===== src/rtl/core/cmpt_pkg.sv =====
`timescale 1ns / 1ps

package cmpt_pkg;

    // Field widths
    localparam int WORD_W        = 64;
    localparam int TGT_W         = 256;
    localparam int BYTE_W        = 8;
    localparam int TGT_BYTES     = TGT_W / BYTE_W;
    localparam int LEAD_W        = $clog2(TGT_BYTES);
    localparam int COMPACT_W     = 32;
    localparam int COMPACT_OUT_W = 30;
    localparam int MANT_W        = 24;
    localparam int EXP_W         = 8;
    localparam int EXP_OUT_W     = COMPACT_OUT_W - MANT_W;

    // Exponent limits for expansion
    localparam logic [EXP_W-1:0] EXP_MANT_BYTES = 8'd3;
    localparam logic [EXP_W-1:0] EXP_SAT        = 8'd33;

    // Exponent of a target whose first byte is nonzero
    localparam logic [EXP_OUT_W-1:0] EXP_TOP = 6'd32;

    // Operation select
    localparam logic FUNC_EXPAND   = 1'b0;
    localparam logic FUNC_COMPRESS = 1'b1;

    typedef struct packed {
        logic                 func;
        logic [COMPACT_W-1:0] compact;
        logic [TGT_W-1:0]     tgt;
    } conv_req_t;

    typedef struct packed {
        logic [TGT_W-1:0]         tgt;
        logic [COMPACT_OUT_W-1:0] compact;
    } conv_rsp_t;

endpackage


===== src/rtl/core/cmpt_expand.sv =====
`timescale 1ns / 1ps

module cmpt_expand
    import cmpt_pkg::*;
(
    input  logic [COMPACT_W-1:0] compact,
    output logic [TGT_W-1:0]     tgt
);

    logic [EXP_W-1:0]  exp_val;
    logic [MANT_W-1:0] mant;
    logic [TGT_W-1:0]  wide;
    logic [1:0]        rsh_bytes;
    logic [4:0]        lsh_bytes;
    logic [EXP_W-1:0]  exp_less;

    assign exp_val   = compact[COMPACT_W-1 -: EXP_W];
    assign mant      = compact[MANT_W-1:0];
    assign wide      = {{(TGT_W - MANT_W){1'b0}}, mant};
    // exponent 0..3: right shift by 3 - exponent bytes
    assign rsh_bytes = ~exp_val[1:0];
    assign exp_less  = exp_val - EXP_MANT_BYTES;
    assign lsh_bytes = exp_less[4:0];

    always_comb
    begin
        if ((compact == '0) || (exp_val >= EXP_SAT))
        begin
            tgt = '1;
        end
        else if (exp_val <= EXP_MANT_BYTES)
        begin
            tgt = wide >> {rsh_bytes, 3'b000};
        end
        else
        begin
            tgt = wide << {lsh_bytes, 3'b000};
        end
    end

endmodule


===== config.mk =====
export PLATFORM = sky130hd
export DESIGN_NAME = cmpt_expand
export DESIGN_NICKNAME = d
export VERILOG_FILES = /design/src/rtl/core/cmpt_pkg.sv /design/src/rtl/core/cmpt_expand.sv
export SDC_FILE = /design/constraint.sdc
export NUM_CORES = 1
export LEC_CHECK = 0
export ABC_CLOCK_PERIOD_IN_PS = 1900
export BUFFER_PORTS_ARGS = -buffer_cell sky130_fd_sc_hd__buf_2
export CAP_MARGIN = 20
export CORE_AREA = 2 2 112 114
export DETAILED_ROUTE_END_ITERATION = 6
export DIE_AREA = 0 0 114 116
export PLACE_DENSITY = 0.71
export SLEW_MARGIN = 5
export SYNTH_ARGS = -nofsm -noshare
export SYNTH_HDL_FRONTEND = slang
export SYNTH_SLANG_ARGS = --single-unit
export TNS_END_PERCENT = 20

===== constraint.sdc =====
create_clock -name vclk -period 1.9
set_input_delay 0.095 -clock vclk [all_inputs]
set_output_delay 0.095 -clock vclk [all_outputs]
set_load 0.02 [all_outputs]

==> results of run 1 <==
==> cell type report <==
cell class | instances | area (µm²)
Timing Repair Buffer | 485 | 4700
Multi-Input combinational cell | 519 | 4110
Tap cell | 147 | 184
Inverter | 12 | 45.0
Fill cell | 814 | 2880
==> power by group through the flow <==
stage	combinational, mW	sequential, mW	clock, mW
after floorplan	1.12	0	0
after global placement	2.11	0	0
after detailed placement	2.11	0	0
after CTS	2.26	0	0
after global routing	2.92	0	0
final	2.81	0	0
==> Yosys cell counts (2+ instances only) <==
| library cell | count | area [µm²] |
|---|---|---|
| sky130_fd_sc_hd__mux2i_1 | 10 | 100 |
| sky130_fd_sc_hd__xnor2_1 | 2 | 17.5 |
| sky130_fd_sc_hd__clkbuf_1 | 23 | 86.3 |
| sky130_fd_sc_hd__a21oi_1 | 29 | 145 |
| sky130_fd_sc_hd__nor3_1 | 11 | 55.1 |
| sky130_fd_sc_hd__inv_1 | 11 | 41.3 |
| sky130_fd_sc_hd__a22oi_1 | 25 | 188 |
| sky130_fd_sc_hd__o21ai_0 | 215 | 1080 |
| sky130_fd_sc_hd__or3_1 | 3 | 18.8 |
| sky130_fd_sc_hd__a211oi_1 | 2 | 15.0 |
| sky130_fd_sc_hd__a31oi_1 | 9 | 56.3 |
| sky130_fd_sc_hd__nor2_1 | 26 | 97.6 |
| sky130_fd_sc_hd__buf_2 | 36 | 180 |
| sky130_fd_sc_hd__o221ai_1 | 21 | 184 |
| sky130_fd_sc_hd__and2_1 | 9 | 56.3 |
| sky130_fd_sc_hd__nand3_1 | 12 | 60.1 |
| sky130_fd_sc_hd__nand2b_1 | 6 | 37.5 |
| sky130_fd_sc_hd__nand4_1 | 2 | 12.5 |
| sky130_fd_sc_hd__nand2_1 | 46 | 173 |
| sky130_fd_sc_hd__nor2b_1 | 18 | 113 |
| sky130_fd_sc_hd__o211ai_1 | 35 | 263 |
| sky130_fd_sc_hd__buf_4 | 8 | 60.1 |
| sky130_fd_sc_hd__nand3b_1 | 2 | 15.0 |
| sky130_fd_sc_hd__ha_1 | 3 | 37.5 |
| sky130_fd_sc_hd__mux2_2 | 8 | 90.1 |
| sky130_fd_sc_hd__or2_2 | 3 | 18.8 |
| sky130_fd_sc_hd__nor4_1 | 5 | 31.3 |
==> worst max-delay path by stage <==
stage                           to  slack, ps  cells after the start
after global routing      tgt[165]       -180                     11
after CTS                  tgt[11]        -40                     10
after detailed placement   tgt[64]       -340                     10
after global placement    tgt[136]       -330                     10
after floorplan            tgt[40]       -110                      7
final                      tgt[11]       -120                     10
==> timing repair <==
action                                 in CTS  in global routing
pin swaps                                  12                  8
gates resized for setup                    97                465
cloned                                      3                 12
endpoints found under the hold margin       0                  0
setup buffers                              10                  4
setup endpoints to repair                 256                256
==> cell families after synthesis <==
logic type                 share of synthesized area [%]
AOI/OAI and AO/OA                                   59.4
and+or+nand+nor                                     22.1
buffers and inverters                               11.0
muxes                                               5.57
xor gates and xnor gates                           0.770
adders and majority gates                           1.10
==> per-stage QoR <==
step,cell area (µm²),TNS [ps],hold WS [ps]
2_1_floorplan,3770,-1580,423
3_3_place_gp,6630,-46870,736
3_5_place_dp,6630,-53560,727
4_1_cts,7150,-1350,707
5_1_grt,9030,-21060,752
6_report,9030,-7440,722
==> layer usage <==
metal	GRT usage (%)	share of wire, %	vias to the layer above
met3	5.54	8.8	91
li1	-	-	3134
met1	37.6	36	3356
met2	57.7	51	502
met5	0	0.059	-
met4	7.64	3.7	2
==> cell usage in the layout, fill, tap and decap left out, drive strengths merged, types with 2 or more instances in the layout <==
master    n
a31oi     9
inv      12
mux2      8
or3       3
ha        3
or2       3
a22oi    26
nand3b    2
nand2    46
and2      9
nand3    13
nand4     2
nor2     26
o221ai   21
nor2b    19
clkbuf    9
a211oi    2
mux2i    10
nor3     12
buf     475
o211ai   35
xnor2     2
a21oi    29
nor4b     2
nand2b    6
nor4      5
o21ai   216
==> results_dict.tcl, run 1 <==
set metrics [dict create \
    port_buffers 288 \
    master_of_the_slowest_instance_on_the_critical_path "sky130_fd_sc_hd__bufbuf_16" \
    seq_power_share_pct 0 \
    drt_drc_violations_left 0 \
    synth_fp_nets 634 \
    timing.final.setup_violations 189 \
    number_of_max_cap_violations 0 \
    status "finished, violations left" \
    drv_slew 0 \
    cts_hold_buffers 0 \
    worstSetupPathType "primary input to primary output" \
    cellPowerDensity_nw_per_um2 312 \
    failed_checks "setup timing" \
    first_pass_iteration_count_of_the_detailed_router 5 \
    synth_seq_area_share_pct 0 \
    critical_path_required_ps 1800 \
    initial_utilization_pct 28.7 \
    startpoint_class "primary input" \
    netlist_instances 599 \
    instances_no_fill 1163 \
    globalRouteOverflowTotal 0 \
    worst_hold_path.endpoint "tgt[21]" \
    floorplan.core_area_um2 11900 \
    wire_per_inst_um 23.3 \
    rows 40 \
    cp-startpoint "compact[24]" \
    finalCritPeriodShare_pct 106 \
    p_leak_nw 3.44 \
    layout.clock_buffers 0 \
    rsz0062_at_grt "true" \
    die_x_um 114 \
    layout.area.seq_um2 0 \
    clockPowerShare_pct 0 \
    netSwitchingFraction_pct 57.6 \
    fp.dieH_um 116 \
    slew_headroom_pct 57.8 \
    vdd_ir_drop_max_mv 0.170 \
    grt_max_degree 65 \
    gp_congestion 0.982 \
    critical_path.endpoint_type "primary output" \
    cell_internal_pwr_mw 1.19 \
    drtAntennaViolNets 0 \
    drt-vias-per-instance 6.09 \
    holdCritStartpoint "compact[21]" \
    syn-mean-instance-area_um2 5.70 \
    share_comb_of_total_power_pct 100.0 \
    worstHoldPathType "primary input to primary output" \
    detailroute.via_count 7085 \
    final_core_utilization_pct 75.8 \
    timing.critical_path.max_delay_family "buffers and inverters" \
    crit_path_max_incr_delay_ps 290 \
    timing.fmax_mhz 496 \
    ordered_cell_list_for_the_critical_path "buf_8 -> ha_4 -> buf_6 -> and2b_2 -> a211oi_2 -> a211oi_4 -> nand2_2 -> bufbuf_16 -> o211ai_1 -> buf_4" \
    hold_path_depth 5 \
    number_of_distinct_library_cells_after_synthesis 46 \
    grt.total_usage_pct 31.3 \
    critical_path.n_buffers_inverters 4 \
    ios 288 \
    drive_gt1_share_pct 70.1 \
    total_power_mw 2.81 \
    placedCellCount 1134 \
    layout.sequential_cells 0 \
    count_of_endpoints_failing_hold_in_the_final_timing_report 0 \
    global_route_wire_length_before_repair_mm 33.0 \
    dp_hpwl_mm 17.0 \
    dp_worst_setup_slack_ps -343 \
    finalWirelength_mm 27.1 \
    grt_antenna_before_repair 1 \
    arrival_ps 1920 \
    drt_iter0_drc 640 \
    slew_at_the_pin_with_the_worst_max_slew_slack_ps 632 \
    finalWorstPathRequiredPeriod_ps 2020 \
    count_of_yosys_warnings_during_synthesis 0 \
    synthesis.area_um2 3410 \
    fp.dieArea_um2 13200 \
    critical_path.max_fanout 5 \
    area.growth.synth_to_final_pct 165 \
    antenna_cells 0 \
    worst_slack_ps -117 \
    first_global_vias 5957 \
    p_sw_mw 1.62 \
    design.final.nets 1053 \
]
(Power assumes the default switching activity.)
==> inputs of run 2 (changes only) <==
--- a/config.mk
+++ b/config.mk
@@ -5,13 +5,14 @@
 export SDC_FILE = /design/constraint.sdc
 export NUM_CORES = 1
 export LEC_CHECK = 0
+export ABC_AREA = 1
 export ABC_CLOCK_PERIOD_IN_PS = 1900
 export BUFFER_PORTS_ARGS = -buffer_cell sky130_fd_sc_hd__buf_2
 export CAP_MARGIN = 20
 export CORE_AREA = 2 2 112 114
 export DETAILED_ROUTE_END_ITERATION = 6
 export DIE_AREA = 0 0 114 116
-export PLACE_DENSITY = 0.71
+export PLACE_DENSITY = 0.82
 export SLEW_MARGIN = 5
 export SYNTH_ARGS = -nofsm -noshare
 export SYNTH_HDL_FRONTEND = slang
==> run 2 against run 1 <==
Net effect: the run now ends clean; count of clock-buffer cells in the layout did not move; combinational power fell by 28%; power fell by 28%; first-iteration DRC count rose by 72%; highest routed layer is now met4.
==> results_dict.tcl, run 2 <==
set metrics [dict create \
    netlist_instances 1054 \
    status "completed" \
    hold_path_depth 6 \
    total_power_mw 2.02 \
    critical_path_required_ps 1800 \
    fp.dieH_um 116 \
    global_route_wire_length_before_repair_mm 33.1 \
    worstSetupPathType "primary input to primary output" \
    startpoint_class "primary input" \
    count_of_yosys_warnings_during_synthesis 0 \
    first_global_vias 6173 \
    drt_iter0_drc 1101 \
    ios 288 \
    drive_gt1_share_pct 28.4 \
    cp-startpoint "compact[25]" \
    drt_drc_violations_left 0 \
    slew_headroom_pct 75.4 \
    cellPowerDensity_nw_per_um2 317 \
    slew_at_the_pin_with_the_worst_max_slew_slack_ps 367 \
    timing.final.setup_violations 0 \
    design.final.nets 1333 \
    layout.clock_buffers 0 \
    port_buffers 288 \
    layout_common_cells "sky130_fd_sc_hd__nand2_1, sky130_fd_sc_hd__buf_2, sky130_fd_sc_hd__nand3_1" \
    global_route.peak_usage_layer "met2" \
    vdd_ir_drop_max_mv 0.147 \
    dp_hpwl_mm 18.0 \
    ys_top_cells_by_count "sky130_fd_sc_hd__nand2_1, sky130_fd_sc_hd__nand3_1, sky130_fd_sc_hd__nor2_1" \
    crit_path_max_incr_delay_ps 210 \
    layout.area.seq_um2 0 \
    worstHoldPathType "primary input to primary output" \
    die_x_um 114 \
    synth_fp_nets 1089 \
    drv_slew 0 \
    detailroute.via_count 7895 \
    final.fill_count 1355 \
    drtAntennaViolNets 0 \
    grt.total_usage_pct 30.8 \
    antenna_cells 0 \
    grt_antenna_before_repair 0 \
    final_common_cell "sky130_fd_sc_hd__nand2_1" \
    globalRouteMet3Util_pct 1.94 \
    area_share_of_the_leading_cell_type_in_the_synthesized_netlist_pct 45.1 \
    rsz0062_at_grt "true" \
    finalWirelength_mm 22.4 \
    fp.dieArea_um2 13200 \
    drt-vias-per-instance 5.47 \
    synth_seq_area_share_pct 0 \
    groute.layer.met2.usage_pct 47.5 \
    fin_worst_hold_slack_ps 752 \
    grt_max_degree 50 \
    first_pass_iteration_count_of_the_detailed_router 6 \
    initial_utilization_pct 38.4 \
    critical_path.max_fanout 23 \
    holdCritStartpoint "compact[11]" \
    cell_with_the_most_instances_after_synthesis "sky130_fd_sc_hd__nand2_1" \
    critical_path.endpoint_type "primary output" \
    syn-mean-instance-area_um2 4.34 \
    wire_per_inst_um 15.5 \
    cts_hold_buffers 0 \
    master_of_the_slowest_instance_on_the_critical_path "sky130_fd_sc_hd__buf_4" \
    finalWorstPathRequiredPeriod_ps 1840 \
    timing.fmax_mhz 543 \
    synthesis.area_um2 4570 \
    grtUsageMet1_pct 46.5 \
    p_leak_nw 2.70 \
    finalCritPeriodShare_pct 96.9 \
    floorplan.core_area_um2 11900 \
    rows 40 \
    arrival_ps 1750 \
    area.growth.synth_to_final_pct 39.3 \
    globalRouteOverflowTotal 0 \
    gp_congestion 1.04 \
    count_of_endpoints_failing_hold_in_the_final_timing_report 0 \
    synth.largest_area_cell "sky130_fd_sc_hd__nand2_1" \
    number_of_max_cap_violations 0 \
    number_of_distinct_library_cells_after_synthesis 19 \
    layout.sequential_cells 0 \
    ordered_cell_list_for_the_critical_path "buf_2 -> inv_1 -> ha_1 -> or2_1 -> o21ai_1 -> nand2_1 -> nor2_4 -> buf_4 -> clkbuf_16 -> o21ai_1 -> buf_2" \
    yosys-top-cells-area "sky130_fd_sc_hd__nand2_1, sky130_fd_sc_hd__nand3_1, sky130_fd_sc_hd__nor2_1" \
]
==> run 2: critical path, delay by kind of cell <==
| kind | cells | cell delay [ps] |
|---|---|---|
| AOI/OAI and AO/OA | 2 | 220 |
| adders and majority gates | 1 | 190 |
| and+or+nand+nor | 3 | 450 |
| buffers and inverters | 5 | 790 |
==> run 2: timing repair <==
| item | 4_1_cts | 5_1_grt |
|---|---|---|
| buffers inserted | 0 | 0 |
| resized for setup | 0 | 24 |
| hold endpoints to repair | 0 | 0 |
| setup endpoints to repair | 0 | 90 |
==> run 2: layout make-up <==
type                       count  area, µm²  share of cell area (%)
inverter                      19       73.8                    1.16
multi-input combinational    938       4000                    62.8
tap                          147        184                    2.89
timing repair buffer         339       2110                    33.2
==> run 2: cells by family (layout without fill, tap and decap cells) <==
group	count (synthesis)	after routing	share of synthesized area (%)
AOI/OAI and AO/OA	105	105	11.9
buffers and inverters	116	358	13.7
and+or+nand+nor	830	830	73.5
adders and majority gates	3	3	0.821
==> run 2: power breakdown <==
| group | leakage [nW] | internal, mW | switching (mW) |
|---|---|---|---|
| clock network | 0 | 0 | 0 |
| registers | 0 | 0 | 0 |
| logic | 2.70 | 0.610 | 1.41 |
| total | 2.70 | 0.610 | 1.41 |
==> run 2: path summary, 6_finish.rpt <==
| path | end | slack (ps) |
|---|---|---|
| worst min-delay path | tgt[11] | 750 |
| worst max-delay path | tgt[169] | 60 |
==> run 2: metal layers <==
layer	share of wire (%)	wire length, µm
met5	0	0
met4	3.1	693
met3	9.5	2130
met2	44	9810
met1	44	9750
==> run 2: metrics by stage <==
stage | instances | area, µm² | utilization, % | setup slack [ps] | setup TNS, ps
finish | 1443 | 6370 | 53.5 | 59.2 | 0
global route | 1443 | 6370 | 53.5 | -29.9 | -289
CTS | 1441 | 6230 | 52.3 | 45.2 | 0
detailed placement | 1441 | 6230 | 52.3 | 56.9 | 0
global placement | 1441 | 6230 | 52.3 | 45.0 | 0
floorplan | 1054 | 4570 | - | -28.0 | -363
